$ cat config.mk
export PLATFORM = sky130hd
export DESIGN_NAME = audio_interpolating_resampler_flat
export DESIGN_NICKNAME = d
export VERILOG_FILES = /design/src/design/air_pkg.sv /design/src/design/air_if.sv /design/src/design/audio_interpolating_resampler.sv /design/src/flat_wrapper.sv
export VERILOG_INCLUDE_DIRS = /design/src /design/src/design
export SDC_FILE = /design/constraint.sdc
export NUM_CORES = 2
export LEC_CHECK = 0
export CAP_MARGIN = 20
export CORE_MARGIN = 2
export CORE_UTILIZATION = 40
export DETAILED_ROUTE_END_ITERATION = 12
export DONT_BUFFER_PORTS = 1
export GPL_TIMING_DRIVEN = 0
export PLACE_DENSITY = 0.56
export SLEW_MARGIN = 20
export SYNTH_ARGS = -nofsm -noshare
export SYNTH_HDL_FRONTEND = slang
export SYNTH_SLANG_ARGS = --single-unit
$ cat constraint.sdc
create_clock -name i_clk -period 11.9 [get_ports i_clk]
set_input_delay 0.595 -clock i_clk [delete_from_list [all_inputs] [get_ports i_clk]]
set_output_delay 0.595 -clock i_clk [all_outputs]
set_load 0.02 [all_outputs]
$ cat src/design/audio_interpolating_resampler_macros.svh
// ----------------------------------------------------------------------------
// Assertion macros for the interpolating resampler
// Implication and next-cycle implication checks, compiled out by ASSERT_OFF.
// ----------------------------------------------------------------------------
`ifndef AUDIO_INTERPOLATING_RESAMPLER_MACROS_SVH
`define AUDIO_INTERPOLATING_RESAMPLER_MACROS_SVH

`ifndef ASSERT_OFF
// same-cycle implication under reset
`define AIR_ASSERT_IMP(lbl, clk, rst_n, ante, cons) \
    lbl: assert property (@(posedge clk) disable iff (!rst_n) (ante) |-> (cons)) \
        else $error("resampler check failed (same cycle)");
// next-cycle implication under reset
`define AIR_ASSERT_NXT(lbl, clk, rst_n, ante, cons) \
    lbl: assert property (@(posedge clk) disable iff (!rst_n) (ante) |=> (cons)) \
        else $error("resampler check failed (next cycle)");
`else
`define AIR_ASSERT_IMP(lbl, clk, rst_n, ante, cons)
`define AIR_ASSERT_NXT(lbl, clk, rst_n, ante, cons)
`endif

`endif

$ cat src/design/air_pkg.sv
// ----------------------------------------------------------------------------
// Interpolating resampler package
// Widths, limits, payload types and register codes shared by the design.
// ----------------------------------------------------------------------------
`default_nettype none

package air_pkg;

    // channel and sample fields
    localparam int MAX_CHANNELS = 8;
    localparam int CH_W         = 3;
    localparam int CI_W         = $clog2(MAX_CHANNELS);
    localparam int SAMPLE_W     = 16;

    // buffer bookkeeping
    localparam int MAX_FRAMES   = 65535;
    localparam int SEEN_W       = 16;
    localparam int MAX_RESULTS  = 24;
    localparam int CNT_W        = $clog2(MAX_RESULTS + 1);

    // position Q16.16, step Q4.16
    localparam int STEP_W       = 20;
    localparam int STEP_MIN     = 8192;
    localparam int STEP_MAX     = 524288;
    localparam int POS_W        = 32;
    localparam int FRAC_W       = 16;
    localparam int IDX_W        = POS_W - FRAC_W;
    localparam int LIM_W        = IDX_W + 2;

    // datapath: accumulator, coefficients and shared multiplier
    localparam int V_W          = 38;
    localparam int COEF_W       = 20;
    localparam int MA_W         = V_W - FRAC_W;
    localparam int MP_W         = MA_W + FRAC_W + 1;
    localparam int HORNER_STEPS = 3;
    localparam int HS_W         = 2;

    // register port
    localparam int ADDR_W       = 3;
    localparam int DATA_W       = 32;
    localparam int REG_IDX_LSB  = 2;

    typedef logic        [CH_W-1:0]     t_channel;
    typedef logic signed [SAMPLE_W-1:0] t_sample;

    typedef enum logic {
        MODE_LINEAR = 1'b0,
        MODE_CUBIC  = 1'b1
    } t_mode;

    typedef enum logic {
        REG_MODE = 1'b0,
        REG_STEP = 1'b1
    } t_reg_idx;

endpackage

`default_nettype wire

$ cat src/design/air_if.sv
// ----------------------------------------------------------------------------
// Interpolating resampler stream interfaces
// Input sample channel and output sample channel, valid/ready handshake.
// ----------------------------------------------------------------------------
`default_nettype none

interface air_in_if;
    logic               valid;
    logic               ready;
    air_pkg::t_channel  channel;
    air_pkg::t_sample   sample_in;
    logic               last_in;

    modport source (output valid, output channel, output sample_in, output last_in,
                    input ready);
    modport sink   (input valid, input channel, input sample_in, input last_in,
                    output ready);
endinterface

interface air_out_if;
    logic               valid;
    logic               ready;
    air_pkg::t_channel  channel_out;
    air_pkg::t_sample   sample_out;
    logic               last_out;

    modport source (output valid, output channel_out, output sample_out, output last_out,
                    input ready);
    modport sink   (input valid, input channel_out, input sample_out, input last_out,
                    output ready);
endinterface

`default_nettype wire

$ cat src/design/audio_interpolating_resampler.sv
// Sequence: after its position check a result passes fetch, three Horner steps of two
//   multiplies each and emit in cubic mode, or fetch, a linear multiply-add and emit.
// Flow: the input is not ready again until every result of a transfer has been emitted;
//   results are computed one at a time on the single shared 22x17 multiplier.
// Reset: synchronous, active low; clears control state and sets mode cubic, step 1.0;
//   clears kept channel samples, the sample window, position and sample count, not the datapath.
// ----------------------------------------------------------------------------
// Audio interpolating resampler
// Linear or Catmull-Rom cubic resampling of per-channel buffers, one shared
// multiplier driven by a small sequencer, APB register port.
// ----------------------------------------------------------------------------
`default_nettype none
`include "audio_interpolating_resampler_macros.svh"

module audio_interpolating_resampler (
    input  wire logic                        i_clk,
    input  wire logic                        i_rst_n,
    air_in_if.sink                           i_in,
    air_out_if.source                        o_out,
    input  wire logic                        psel,
    input  wire logic                        penable,
    input  wire logic                        pwrite,
    input  wire logic [air_pkg::ADDR_W-1:0]  paddr,
    input  wire logic [air_pkg::DATA_W-1:0]  pwdata,
    output logic      [air_pkg::DATA_W-1:0]  prdata,
    output logic                             pready
);

    typedef enum logic [6:0] {
        S_IDLE   = 7'b0000001,
        S_CHECK  = 7'b0000010,
        S_LOAD   = 7'b0000100,
        S_MUL_LO = 7'b0001000,
        S_MUL_HI = 7'b0010000,
        S_LIN    = 7'b0100000,
        S_EMIT   = 7'b1000000
    } t_state;

    localparam logic [air_pkg::CNT_W-1:0]  CNT_MAX  = air_pkg::CNT_W'(air_pkg::MAX_RESULTS);
    localparam logic [air_pkg::CNT_W-1:0]  CNT_LAST =
        air_pkg::CNT_W'(air_pkg::MAX_RESULTS - 1);
    localparam logic [air_pkg::SEEN_W-1:0] SEEN_MAX = air_pkg::SEEN_W'(air_pkg::MAX_FRAMES);
    localparam logic [air_pkg::STEP_W-1:0] STEP_LO  = air_pkg::STEP_W'(air_pkg::STEP_MIN);
    localparam logic [air_pkg::STEP_W-1:0] STEP_HI  = air_pkg::STEP_W'(air_pkg::STEP_MAX);
    localparam logic [air_pkg::HS_W-1:0]   HS_LAST  =
        air_pkg::HS_W'(air_pkg::HORNER_STEPS - 1);
    localparam logic signed [air_pkg::V_W-1:0] RND_LIN  =
        air_pkg::V_W'(1) <<< (air_pkg::FRAC_W - 1);
    localparam logic signed [air_pkg::V_W-1:0] RND_CUB  =
        air_pkg::V_W'(1) <<< air_pkg::FRAC_W;
    localparam logic signed [air_pkg::V_W-1:0] SAT_HI   =
        air_pkg::V_W'((2 ** (air_pkg::SAMPLE_W - 1)) - 1);
    localparam logic signed [air_pkg::V_W-1:0] SAT_LO   = -SAT_HI - air_pkg::V_W'(1);

    // ------------------------------------------------------------------
    // state
    // ------------------------------------------------------------------
    t_state                               r_state, n_state;
    air_pkg::t_mode                       r_mode;
    logic [air_pkg::STEP_W-1:0]           r_step;
    air_pkg::t_sample                     r_chan_last [air_pkg::MAX_CHANNELS];
    air_pkg::t_sample                     r_win [4];
    logic [air_pkg::POS_W-1:0]            r_pos;
    logic [air_pkg::POS_W-1:0]            r_np;
    logic [air_pkg::SEEN_W-1:0]           r_seen;
    logic [air_pkg::IDX_W-1:0]            r_k;
    logic signed [air_pkg::LIM_W-1:0]     r_limit;
    logic                                 r_last;
    logic                                 r_final;
    air_pkg::t_channel                    r_channel;
    air_pkg::t_sample                     r_kept;
    logic [air_pkg::CNT_W-1:0]            r_count;
    logic [air_pkg::HS_W-1:0]             r_hstep;
    logic signed [air_pkg::V_W-1:0]       r_v;
    logic [air_pkg::FRAC_W-1:0]           r_t;
    logic signed [air_pkg::COEF_W-1:0]    r_b, r_c, r_d, r_diff;
    logic                                 r_out_valid;
    air_pkg::t_channel                    r_out_channel;
    air_pkg::t_sample                     r_out_sample;
    logic                                 r_out_last;

    // ------------------------------------------------------------------
    // register port
    // ------------------------------------------------------------------
    logic               w_cfg_wr;
    air_pkg::t_reg_idx  w_cfg_idx;

    assign pready    = 1'b1;
    assign w_cfg_wr  = psel & penable & pwrite;
    assign w_cfg_idx = air_pkg::t_reg_idx'(paddr[air_pkg::REG_IDX_LSB]);

    // return the addressed register
    always_comb begin
        case (w_cfg_idx)
            air_pkg::REG_MODE: prdata = air_pkg::DATA_W'(r_mode);
            air_pkg::REG_STEP: prdata = air_pkg::DATA_W'(r_step);
            default:           prdata = '0;
        endcase
    end

    // ------------------------------------------------------------------
    // input transfer decode
    // ------------------------------------------------------------------
    logic                             w_take;
    logic [air_pkg::SEEN_W-1:0]       w_seen_next;
    logic                             w_last_eff;
    logic [air_pkg::CI_W-1:0]         w_ci;

    assign i_in.ready  = (r_state == S_IDLE);
    assign w_take      = i_in.valid & i_in.ready;
    assign w_seen_next = r_seen + 1'b1;
    assign w_last_eff  = i_in.last_in | (w_seen_next >= SEEN_MAX);
    assign w_ci        = i_in.channel[air_pkg::CI_W-1:0];

    // ------------------------------------------------------------------
    // position check: clamp the step, saturate the next position
    // ------------------------------------------------------------------
    logic [air_pkg::STEP_W-1:0]       w_step;
    logic [air_pkg::POS_W:0]          w_pos_sum;
    logic [air_pkg::POS_W-1:0]        w_pos_next;
    logic signed [air_pkg::LIM_W-1:0] w_idx_s, w_nidx_s;
    logic                             w_more, w_final;

    always_comb begin
        if (r_step < STEP_LO) begin
            w_step = STEP_LO;
        end else if (r_step > STEP_HI) begin
            w_step = STEP_HI;
        end else begin
            w_step = r_step;
        end
    end

    assign w_pos_sum  = {1'b0, r_pos} + (air_pkg::POS_W + 1)'(w_step);
    assign w_pos_next = w_pos_sum[air_pkg::POS_W] ? '1 : w_pos_sum[air_pkg::POS_W-1:0];
    assign w_idx_s    = $signed({2'b00, r_pos[air_pkg::POS_W-1:air_pkg::FRAC_W]});
    assign w_nidx_s   = $signed({2'b00, w_pos_next[air_pkg::POS_W-1:air_pkg::FRAC_W]});
    assign w_more     = (r_count < CNT_MAX) && (w_idx_s <= r_limit);
    assign w_final    = r_last && ((r_count == CNT_LAST) || (w_nidx_s > r_limit));

    // ------------------------------------------------------------------
    // tap fetch: window sample when in the newest four, else kept sample
    // ------------------------------------------------------------------
    logic signed [air_pkg::COEF_W-1:0] w_p [4];
    logic signed [air_pkg::COEF_W-1:0] w_ca, w_cb, w_cc, w_cd;

    always_comb begin
        logic signed [air_pkg::LIM_W-1:0] m;
        logic signed [air_pkg::LIM_W:0]   d;
        for (int j = 0; j < 4; j++) begin
            m = w_idx_s + air_pkg::LIM_W'(j) - air_pkg::LIM_W'(1);
            d = $signed({3'b000, r_k}) - $signed({m[air_pkg::LIM_W-1], m});
            if (m[air_pkg::LIM_W-1] || d[air_pkg::LIM_W]
                    || (d[air_pkg::LIM_W-1:2] != '0)) begin
                w_p[j] = air_pkg::COEF_W'(r_kept);
            end else begin
                w_p[j] = air_pkg::COEF_W'(r_win[~d[1:0]]);
            end
        end
    end

    // Catmull-Rom coefficients, doubled
    assign w_ca = (w_p[3] - w_p[0]) + ((w_p[1] - w_p[2]) <<< 1) + (w_p[1] - w_p[2]);
    assign w_cb = ((w_p[0] <<< 1) + (w_p[2] <<< 2)) - ((w_p[1] <<< 2) + w_p[1]) - w_p[3];
    assign w_cc = w_p[2] - w_p[0];
    assign w_cd = w_p[1] <<< 1;

    // ------------------------------------------------------------------
    // shared multiplier: accumulator halves or linear slope times fraction
    // ------------------------------------------------------------------
    logic signed [air_pkg::MA_W-1:0]     w_mul_a;
    logic signed [air_pkg::FRAC_W:0]     w_mul_f;
    logic signed [air_pkg::MP_W-1:0]     w_prod;
    logic signed [air_pkg::COEF_W-1:0]   w_x;

    always_comb begin
        case (r_state)
            S_MUL_LO: w_mul_a = $signed(air_pkg::MA_W'({1'b0, r_v[air_pkg::FRAC_W-1:0]}));
            S_MUL_HI: w_mul_a = r_v[air_pkg::V_W-1:air_pkg::FRAC_W];
            default:  w_mul_a = air_pkg::MA_W'(r_diff);
        endcase
    end

    assign w_mul_f = $signed({1'b0, r_pos[air_pkg::FRAC_W-1:0]});
    assign w_prod  = w_mul_a * w_mul_f;

    // Horner addend for the current step
    always_comb begin
        case (r_hstep)
            2'd0:    w_x = r_b;
            2'd1:    w_x = r_c;
            default: w_x = r_d;
        endcase
    end

    // ------------------------------------------------------------------
    // round and saturate the finished accumulator
    // ------------------------------------------------------------------
    logic signed [air_pkg::V_W-1:0] w_sum, w_rnd;
    air_pkg::t_sample               w_sat;
    logic                           w_emit;

    always_comb begin
        if (r_mode == air_pkg::MODE_CUBIC) begin
            w_sum = r_v + RND_CUB;
            w_rnd = w_sum >>> (air_pkg::FRAC_W + 1);
        end else begin
            w_sum = r_v + RND_LIN;
            w_rnd = w_sum >>> air_pkg::FRAC_W;
        end
        if (w_rnd > SAT_HI) begin
            w_sat = air_pkg::SAMPLE_W'(SAT_HI);
        end else if (w_rnd < SAT_LO) begin
            w_sat = air_pkg::SAMPLE_W'(SAT_LO);
        end else begin
            w_sat = air_pkg::SAMPLE_W'(w_rnd);
        end
    end

    assign w_emit = (r_state == S_EMIT) && (!r_out_valid || o_out.ready);

    // ------------------------------------------------------------------
    // sequencer
    // ------------------------------------------------------------------
    always_comb begin
        n_state = r_state;
        case (r_state)
            S_IDLE: begin
                if (w_take) n_state = S_CHECK;
            end
            S_CHECK: begin
                n_state = w_more ? S_LOAD : S_IDLE;
            end
            S_LOAD: begin
                n_state = (r_mode == air_pkg::MODE_CUBIC) ? S_MUL_LO : S_LIN;
            end
            S_MUL_LO: begin
                n_state = S_MUL_HI;
            end
            S_MUL_HI: begin
                n_state = (r_hstep == HS_LAST) ? S_EMIT : S_MUL_LO;
            end
            S_LIN: begin
                n_state = S_EMIT;
            end
            S_EMIT: begin
                if (w_emit) n_state = S_CHECK;
            end
            default: begin
                n_state = S_IDLE;
            end
        endcase
    end

    // ------------------------------------------------------------------
    // control and buffer state
    // ------------------------------------------------------------------
    always_ff @(posedge i_clk) begin
        if (!i_rst_n) begin
            r_state     <= S_IDLE;
            r_mode      <= air_pkg::MODE_CUBIC;
            r_step      <= air_pkg::STEP_W'(65536);
            r_pos       <= '0;
            r_seen      <= '0;
            r_count     <= '0;
            r_hstep     <= '0;
            r_last      <= 1'b0;
            r_final     <= 1'b0;
            r_out_valid <= 1'b0;
            for (int i = 0; i < air_pkg::MAX_CHANNELS; i++) begin
                r_chan_last[i] <= '0;
            end
            for (int i = 0; i < 4; i++) begin
                r_win[i] <= '0;
            end
        end else begin
            r_state <= n_state;

            // register writes
            if (w_cfg_wr) begin
                case (w_cfg_idx)
                    air_pkg::REG_MODE: r_mode <= air_pkg::t_mode'(pwdata[0]);
                    air_pkg::REG_STEP: r_step <= pwdata[air_pkg::STEP_W-1:0];
                    default:           r_mode <= r_mode;
                endcase
            end

            // take a sample: shift the window, keep the buffer's final sample
            if (w_take) begin
                r_win[0] <= r_win[1];
                r_win[1] <= r_win[2];
                r_win[2] <= r_win[3];
                r_win[3] <= i_in.sample_in;
                r_seen   <= w_seen_next;
                r_last   <= w_last_eff;
                r_count  <= '0;
                if (w_last_eff) r_chan_last[w_ci] <= i_in.sample_in;
            end

            // end of item: rewind position after the buffer's last sample
            if ((r_state == S_CHECK) && !w_more && r_last) begin
                r_pos  <= '0;
                r_seen <= '0;
            end

            if ((r_state == S_CHECK) && w_more) begin
                r_final <= w_final;
            end

            if (r_state == S_LOAD) r_hstep <= '0;
            if (r_state == S_MUL_HI) r_hstep <= r_hstep + 1'b1;

            // hand over a result, advance the position
            if (w_emit) begin
                r_pos       <= r_np;
                r_count     <= r_count + 1'b1;
                r_out_valid <= 1'b1;
            end else if (o_out.ready) begin
                r_out_valid <= 1'b0;
            end
        end
    end

    // ------------------------------------------------------------------
    // datapath registers
    // ------------------------------------------------------------------
    always_ff @(posedge i_clk) begin
        if (w_take) begin
            r_channel <= i_in.channel;
            r_kept    <= r_chan_last[w_ci];
            r_k       <= r_seen;
            r_limit   <= w_last_eff ? $signed({2'b00, r_seen})
                                    : $signed({2'b00, r_seen}) - air_pkg::LIM_W'(2);
        end

        if ((r_state == S_CHECK) && w_more) r_np <= w_pos_next;

        // load taps and coefficients
        if (r_state == S_LOAD) begin
            r_b    <= w_cb;
            r_c    <= w_cc;
            r_d    <= w_cd;
            r_diff <= w_p[2] - w_p[1];
            if (r_mode == air_pkg::MODE_CUBIC) begin
                r_v <= air_pkg::V_W'(w_ca) <<< air_pkg::FRAC_W;
            end else begin
                r_v <= air_pkg::V_W'(w_p[1]) <<< air_pkg::FRAC_W;
            end
        end

        // low half of the accumulator times the fraction, keep the floor
        if (r_state == S_MUL_LO) begin
            r_t <= w_prod[2*air_pkg::FRAC_W-1:air_pkg::FRAC_W];
        end

        // high half times the fraction, add low part and next coefficient
        if (r_state == S_MUL_HI) begin
            r_v <= $signed(w_prod[air_pkg::V_W-1:0]) + $signed(air_pkg::V_W'(r_t))
                 + (air_pkg::V_W'(w_x) <<< air_pkg::FRAC_W);
        end

        if (r_state == S_LIN) begin
            r_v <= r_v + $signed(w_prod[air_pkg::V_W-1:0]);
        end

        if (w_emit) begin
            r_out_channel <= r_channel;
            r_out_sample  <= w_sat;
            r_out_last    <= r_final;
        end
    end

    assign o_out.valid       = r_out_valid;
    assign o_out.channel_out = r_out_channel;
    assign o_out.sample_out  = r_out_sample;
    assign o_out.last_out    = r_out_last;

    // ------------------------------------------------------------------
    // checks
    // ------------------------------------------------------------------
    `AIR_ASSERT_IMP(a_count_cap, i_clk, i_rst_n, 1'b1, r_count <= CNT_MAX)
    `AIR_ASSERT_NXT(a_busy_after_take, i_clk, i_rst_n, w_take, !i_in.ready)
    `AIR_ASSERT_IMP(a_seen_below_max, i_clk, i_rst_n, r_state == S_IDLE, r_seen < SEEN_MAX)
    `AIR_ASSERT_IMP(a_final_needs_last, i_clk, i_rst_n, w_emit && r_final, r_last)

endmodule

`default_nettype wire
$ cat src/flat_wrapper.sv
// flat-port wrapper written by rule: the top's interface ports become plain ports
module audio_interpolating_resampler_flat 
  (i_clk, i_rst_n, psel, penable, pwrite, paddr, pwdata, prdata, pready, i_in_valid, i_in_channel, i_in_sample_in, i_in_last_in, i_in_ready, o_out_valid, o_out_channel_out, o_out_sample_out, o_out_last_out, o_out_ready);
  air_in_if i_in_i ();
  air_out_if o_out_i ();
  input  wire logic i_clk;
  input  wire logic i_rst_n;
  input  wire logic psel;
  input  wire logic penable;
  input  wire logic pwrite;
  input  wire logic [air_pkg::ADDR_W-1:0] paddr;
  input  wire logic [air_pkg::DATA_W-1:0] pwdata;
  output logic      [air_pkg::DATA_W-1:0] prdata;
  output logic pready;
  input wire logic [$bits(i_in_i.valid)-1:0] i_in_valid;
  input wire logic [$bits(i_in_i.channel)-1:0] i_in_channel;
  input wire logic [$bits(i_in_i.sample_in)-1:0] i_in_sample_in;
  input wire logic [$bits(i_in_i.last_in)-1:0] i_in_last_in;
  output wire logic [$bits(i_in_i.ready)-1:0] i_in_ready;
  output wire logic [$bits(o_out_i.valid)-1:0] o_out_valid;
  output wire logic [$bits(o_out_i.channel_out)-1:0] o_out_channel_out;
  output wire logic [$bits(o_out_i.sample_out)-1:0] o_out_sample_out;
  output wire logic [$bits(o_out_i.last_out)-1:0] o_out_last_out;
  input wire logic [$bits(o_out_i.ready)-1:0] o_out_ready;
  assign i_in_i.valid = i_in_valid;
  assign i_in_i.channel = i_in_channel;
  assign i_in_i.sample_in = i_in_sample_in;
  assign i_in_i.last_in = i_in_last_in;
  assign i_in_ready = i_in_i.ready;
  assign o_out_valid = o_out_i.valid;
  assign o_out_channel_out = o_out_i.channel_out;
  assign o_out_sample_out = o_out_i.sample_out;
  assign o_out_last_out = o_out_i.last_out;
  assign o_out_i.ready = o_out_ready;
  audio_interpolating_resampler u_core (.i_clk(i_clk), .i_rst_n(i_rst_n), .i_in(i_in_i), .o_out(o_out_i), .psel(psel), .penable(penable), .pwrite(pwrite), .paddr(paddr), .pwdata(pwdata), .prdata(prdata), .pready(pready));
endmodule
### Word-level counts from Yosys, hierarchy flattened

Memory sizes are Yosys's and may differ from the RTL's. A register that Yosys moved wholly into a read port is not among the register bits.
Cells that the tools add are included.

* output and inout port bits: 55
* logic and storage cells: 172
* bits in registers: 307
* memories kept: 2
* bits in writable memories: 192

Memory list
* u_core.r_chan_last: depth 8, width 16, rd ports 1, clocked after memory_dff 1, write ports 8, RTL line audio_interpolating_resampler.sv:61 `air_pkg::t_sample r_chan_last [air_pkg::MAX_CHANNELS];`
* u_core.r_win: depth 4, width 16, rd ports 7, clocked after memory_dff 0, write ports 4, RTL line audio_interpolating_resampler.sv:62 `air_pkg::t_sample r_win [4];`

* reduce and logical (&&, ||, !) cells: 33
* $lt $le $gt $ge: 8
* bitwise logic cells: 14
* $mul: 1
* eq/ne operators: 12
* $add $sub $neg: 31
* muxes and demuxes: 46

Operator list (number)
* 38-bit two-way mux: 5
* 20-bit two-way mux: 6
* 20-bit subtractor: 6
* 16-bit two-way mux: 7
* 32-bit two-way mux: 3
* 20-bit adder: 4
* 32-bit case mux with 2 select lines: 1
* 16-bit nonzero test: 4
* 17-bit by 18-bit subtractor with 19-bit output: 3
* 17-bit by 1-bit subtractor with 18-bit output, second input constant: 3
* 7-bit case mux with 7 select lines: 1
* 22-bit case mux with 2 select lines: 1
* 20-bit case mux with 2 select lines: 1
* 38-bit by 17-bit adder with 38-bit output: 1
* 38-bit by 17-bit adder with 38-bit output, second input constant: 1
* 38-bit by 18-bit adder with 38-bit output, second input constant: 1
* 38-bit by 36-bit adder with 38-bit output: 1
* 38-bit adder: 1
* 38-bit by 16-bit > comparator with 1-bit output, second input constant: 1
* 38-bit by 16-bit less-than comparator with 1-bit output, second input constant: 1
* 22-bit by 17-bit multiplier with 38-bit output: 1
* 16-bit by 2-bit adder with 17-bit output, second input constant: 2
* 32-bit by 20-bit adder with 33-bit output: 1
* 7-bit two-way mux: 3
* 43 further kinds: 86

### Longest topological paths before layout

* depth after elaboration: 13
* mapped depth: 48
* mapped depth without buffers: 46

### Worst setup path after synthesis

No wires, ideal clock.

* path type: register -> register
* start: register u_core.r_pos[17] (netlist bit)
* end: register u_core.r_v[35] (netlist bit) (data pin)
* slack: 1.310 ns
* clock period less this slack: 10.590 ns
* required time: 11.627 ns
* buffers on the path: 4
* data arrival time: 10.317 ns
* cell stages (with the launch flop): 46
* path through: dfxtp_1 > ha_1 > and3_1 > and3_1 > and3_1 > and2_1 > clkbuf_1 > nand4_1 > xnor2_1 > ha_1 > clkbuf_1 > nand3_1 > a311oi_1 > a21oi_1 > or4_1 > a2111oi_0 > nand4_1 > buf_2 > [10 not listed] > a21o_1 > a21o_1 > a311oi_1 > fa_1 > fa_1 > inv_1 > ha_1 > nor3_1 > o211a_1 > nor2_1 > a41o_1 > o31ai_1 > a21oi_1 > xor3_1 > o32ai_1 > mux2_2 > a211oi_2 > a22oi_1

* word-level cells in the longest chain between the ends: 13

Ends and longest elaborated chain
* start: declaration: RTL line audio_interpolating_resampler.sv:63 `logic [air_pkg::POS_W-1:0] r_pos;`
* start signal: assignment: RTL line audio_interpolating_resampler.sv:315 `r_pos <= r_np;`
* 16-bit by 2-bit adder with 17-bit output / 16-bit by 1-bit adder with 17-bit output (equally long branches): RTL line audio_interpolating_resampler.sv:151 `m = w_idx_s + air_pkg::LIM_W'(j) - air_pkg::LIM_W'(1);`
* 17-bit by 1-bit subtractor with 18-bit output: RTL line audio_interpolating_resampler.sv:151
* 17-bit by 18-bit subtractor with 19-bit output: RTL line audio_interpolating_resampler.sv:152 `d = $signed({3'b000, r_k}) - $signed({m[air_pkg::LIM_W-1], m});`
* 2-bit NOT, or another cell as far along: RTL line audio_interpolating_resampler.sv:157 `w_p[j] = air_pkg::COEF_W'(r_win[~d[1:0]]);`
* memory read 4 x 16 bit / 1-bit logical OR (equally long branches)
* 20-bit two-way mux: RTL line audio_interpolating_resampler.sv:153 `if (m[air_pkg::LIM_W-1] || d[air_pkg::LIM_W]`
* 20-bit subtractor: RTL line audio_interpolating_resampler.sv:163 `assign w_ca = (w_p[3] - w_p[0]) + ((w_p[1] - w_p[2]) <<< 1) + (w_p[1] - w_p[2]);`
* 20-bit adder (2 in a row): RTL line audio_interpolating_resampler.sv:163
* 38-bit two-way mux (*): RTL line audio_interpolating_resampler.sv:344 `if (r_mode == air_pkg::MODE_CUBIC) begin`
* 38-bit two-way mux (*): RTL line audio_interpolating_resampler.sv:339 `if (r_state == S_LOAD) begin`
* 38-bit two-way mux (*): RTL line audio_interpolating_resampler.sv:357 `if (r_state == S_MUL_HI) begin`
* 38-bit two-way mux (*): RTL line audio_interpolating_resampler.sv:362 `if (r_state == S_LIN) begin`
* end signal: assignment: RTL line audio_interpolating_resampler.sv:345 `r_v <= air_pkg::V_W'(w_ca) <<< air_pkg::FRAC_W;`
* end signal: assignment: RTL line audio_interpolating_resampler.sv:358 `r_v <= $signed(w_prod[air_pkg::V_W-1:0]) + $signed(air_pkg::V_W'(r_t))`
* end signal: assignment: RTL line audio_interpolating_resampler.sv:363 `r_v <= r_v + $signed(w_prod[air_pkg::V_W-1:0]);`
* end: declaration: RTL line audio_interpolating_resampler.sv:74 `logic signed [air_pkg::V_W-1:0] r_v;`

Every way passes the cells marked *; elsewhere a longest branch is shown, timed or not. The select of a mux whose other input is x is not followed.
A chain may end at the register's enable or synchronous reset.

### Final worst setup path

Same ends and word-level chain as after synthesis.

==> flow_summary.yaml <==
status:
  status: "finished, final reports clean"
yosys:
  syn_area_per_cell_um2: 9.46
  yosysTopAreaCellShare: 0.248
  synth_area_mm2: 0.0515
  synthTopCellsByArea: "edfxtp_1 (25%), fa_1 (17%), ha_1 (9.2%), inv_1 (4.6%), nand2_1 (3.9%)"
  synth.distinct_cells: 96
  synth_top_family_by_area: "adder cells"
  synthMuxAreaShare: 0.0321
  seq_area_frac_synth: 0.281
  synthAdderAreaFrac: 0.263
  synth_xor_xnor_area_share: 0.0513
  yosys.area.top_type: "edfxtp_1"
  synth-seq-cells: 511
  synthFlopType: "edfxtp_1"
  synth_simple_gate_area_frac: 0.168
  synth_compound_area_frac: 0.137
  postSynthCellCount: 5446
  synth_edf_count: 425
  ys_warn_count: 0
  synthArstFlopShare: 0
die:
  dieArea_mm2: 0.132
  rows: 131
  coreArea_mm2: 0.128
  ios: 117
  die_h_um: 363
  start_util: 0.403
  die_w_um: 363
global_routing:
  grt_max_degree: 57
  grt_pass1_wl_um: 250000
  grtUsageTotal: 0.248
  grt_pass1_vias: 41000
  antenna_found_initial: 2
  grt_remaining_overflow: 0
hold_path:
  hold_path_class: "in -> reg"
sta:
  fin_hold_ws_ns: 0.0479
  slew_headroom: 0.266
  final_hold_viol_count: 0
  worst_clock_skew_ns: 0.0473
  worst_slew_pin_slew_ns: 1.10
  finalSetupViolations: 0
  clock.fmax_ghz: 0.0868
  period_minus_slack_ns: 11.53
  slew_viol_final: 0
  fin_crit_sh: 0.969
clocking:
  clkLatencyLatePin_ns: 0.70
  cts_buffer_depth: 3
  clock-root-buffer: "clkbuf_16"
  cts-htree-levels: 2
  cts_buffers: 61
  path_clk_slew_ns: 0.06
  tritoncts: "done"
  cts_sinks: 511
setup_path:
  arrival_ns: 11.92
  cp.required_ns: 12.29
  critical_path_class: "reg -> reg"
  timing.critical_path.max_delay_family: "compound AO/OA/AOI/OAI gates"
  r2r_setup_slack_ns: 0.37
  cp_max_fo: 8
  cpPeakStageDelay_ns: 0.51
  slowest_stage: "fa_1"
  startpoint_type: "flop"
  end_kind: "flop"
  path_common_cell: "and3_1"
  critPathBufInv: 3
power:
  comb_power_share: 0.529
  p_seq_frac: 0.260
  p_sw_uw: 3550
  vdd_drop_max_v: 0.000194
  power_leakage_uw: 0.0246
  p_int_uw: 5390
  clkPwrFrac: 0.211
  p_sw_frac: 0.397
  power.density_mw_per_mm2: 158
drt:
  vias: 40700
  route.antenna.remaining_nets: 0
  wl_per_cell_um: 22.3
  routed_via_density: 5.60
  dr.pass1.iters: 6
  drc: 0
  dr.first_iter.drc_count: 3382
  wirelength_um: 162000
layout:
  seq_area_mm2: 0.0145
  fin_area_mm2: 0.0566
  area_growth_pct: 9.84
  drive_above_1_share: 0.0677
  fill_cells: 12300
  multi_input_area_mm2: 0.0341
  layout.nets: 6430
placement:
  place_hpwl_um: 130000
  place.gp.congestion: 0.933
  io_buffers: 0
  dpl-instance-area_mm2: 0.0539
flow_run:
  max_cap_viol_count: 0
stage by stage:
step | power (uW) | utilization | instances | setup TNS, ns | setup slack [ns]
6_report | 8940 | 0.443 | 7266 | 0 | 0.373
5_1_grt | 9630 | 0.443 | 7263 | -0.0988 | -0.0471
4_1_cts | 8790 | 0.440 | 7254 | 0 | 0.0478
3_5_place_dp | 6790 | 0.422 | 7134 | -10.16 | -1.58
3_3_place_gp | 6710 | 0.420 | 7119 | -63.33 | -2.07
2_1_floorplan | 5730 | - | 5457 | 0 | 1.31
cell type report:
type                    count  share of cell area
diodes                      3            0.000133
inverters                 639              0.0426
clock inverters            40             0.00701
clock buffers              74              0.0282
plain buffers             243              0.0185
multi-input cells        4053               0.603
well taps                1662              0.0368
flip-flops and latches    511               0.256
repair buffers             41             0.00723
power by group through the flow:
stage / combinational, uW / sequential [uW] / clock [uW]
final: 4730 / 2320 / 1880
after global routing: 5320 / 2330 / 1980
after CTS: 4550 / 2320 / 1920
after detailed placement: 4430 / 2360 / 0
after global placement: 4350 / 2360 / 0
after floorplan: 3410 / 2320 / 0
cell usage after synthesis (9+ instances only):
library cell / instances
a211oi_1: 46
a221o_1: 9
o31ai_1: 15
nand4_1: 47
a31oi_1: 18
a22oi_1: 101
nor4_1: 27
a21oi_1: 249
nor3_1: 77
o21a_1: 49
o21ai_0: 201
xor2_1: 88
buf_1: 18
edfxtp_1: 425
clkbuf_1: 216
buf_4: 13
mux4_2: 30
dfxtp_1: 86
o21bai_1: 16
o211ai_1: 25
mux2_2: 56
mux2i_1: 33
a22o_1: 40
fa_1: 439
nand2_1: 538
o22ai_1: 20
xnor2_1: 211
ha_1: 379
inv_1: 634
or3_1: 21
a21o_1: 97
a21boi_0: 49
or2_2: 13
and3_1: 161
nand3_1: 75
nor3b_1: 15
nor2b_1: 53
and2_1: 262
nor2_1: 332
nand2b_1: 66
a221oi_1: 12
final timing paths:
check,startpoint,endpoint,depth (start not counted)
max,u_core.r_pos[17]$_SDFFE_PN0P_,u_core.r_v[35]$_DFFE_PP_,41
min,pwdata[2],u_core.r_step[2]$_SDFFE_PN0P_,2
max reg2reg,u_core.r_pos[17]$_SDFFE_PN0P_,u_core.r_v[35]$_DFFE_PP_,41
min reg2reg,u_core.r_channel[1]$_DFFE_PP_,u_core.o_out.channel_out[1]$_DFFE_PP_,0
cells by family (layout without fill, tap and decap cells):
group	Yosys count	in the layout
AO/OA/AOI/OAI	1060	1060
multiplexers	120	120
AND/OR/NAND/NOR	1739	1739
other	2	16
adder cells (fa/ha/maj)	821	821
buffers and inverters	893	1037
flip-flops	511	511
XOR/XNOR	300	300
layer usage:
layer / wire length [um] / global-route usage
met4: 6630 / 0.0928
met5: 13 / 0
met2: 78000 / 0.425
met1: 69000 / 0.323
met3: 8660 / 0.0248
cells in the final DEF, fill, tap and decap left out, drive strengths merged, types with 15 or more instances in the layout:
master and n:
nor3 79, o22ai 20, o211ai 25, or3 21, nor2b 53, and2 263, a21oi 250, and3 161
mux2i 33, o21bai 16, o21a 49, a31oi 18, a21o 97, nand2 539, nand2b 66, a21boi 49
a211oi 48, o31ai 15, nand3 75, clkbuf 278, xor2 88, mux2 57, dfxtp 86, ha 379
a22oi 101, xnor2 211, edfxtp 425, nor4 27, inv 637, nor2 332, clkinv 30, a22o 40
buf 69, nor3b 16, nand4 47, mux4 30, o21ai 204, fa 439
worst register-to-register path, delay by kind of cell, from the launching register on:
kind	cells	cell delay, ns
simple gates	14	3.07
buf+inv	3	0.44
xor+xnor	2	0.78
fa+ha+maj	6	2.18
compound gates	14	3.56
flops	1	0.40
mux	2	0.77
state kept, by name, indices dropped and copies added (netlist names), 2 cells and up:
name,flops
u_core.r_chan_last,128
u_core.r_win,64
u_core.r_v,38
u_core.r_np,32
u_core.r_pos,32
u_core.r_b,20
u_core.r_c,20
u_core.r_diff,20
u_core.r_step,20
u_core.r_limit,17
u_core.o_out.sample_out,16
u_core.r_d,16
u_core.r_kept,16
u_core.r_seen,16
u_core.r_t,16
u_core.r_k,15
u_core.r_state,7
u_core.r_count,5
u_core.o_out.channel_out,3
u_core.r_channel,3
u_core.r_hstep,2
repair_timing:
item / 4_1_cts / 5_1_grt
endpoints found under the hold margin: 10 / 0
pin swaps: 1 / 16
gates cloned: 0 / 0
resized for setup: 60 / 92
endpoints found under the setup margin: 12 / 8
setup buffers: 1 / 15
hold buffers: 10 / 0
Power figures use the tool's default switching activity.
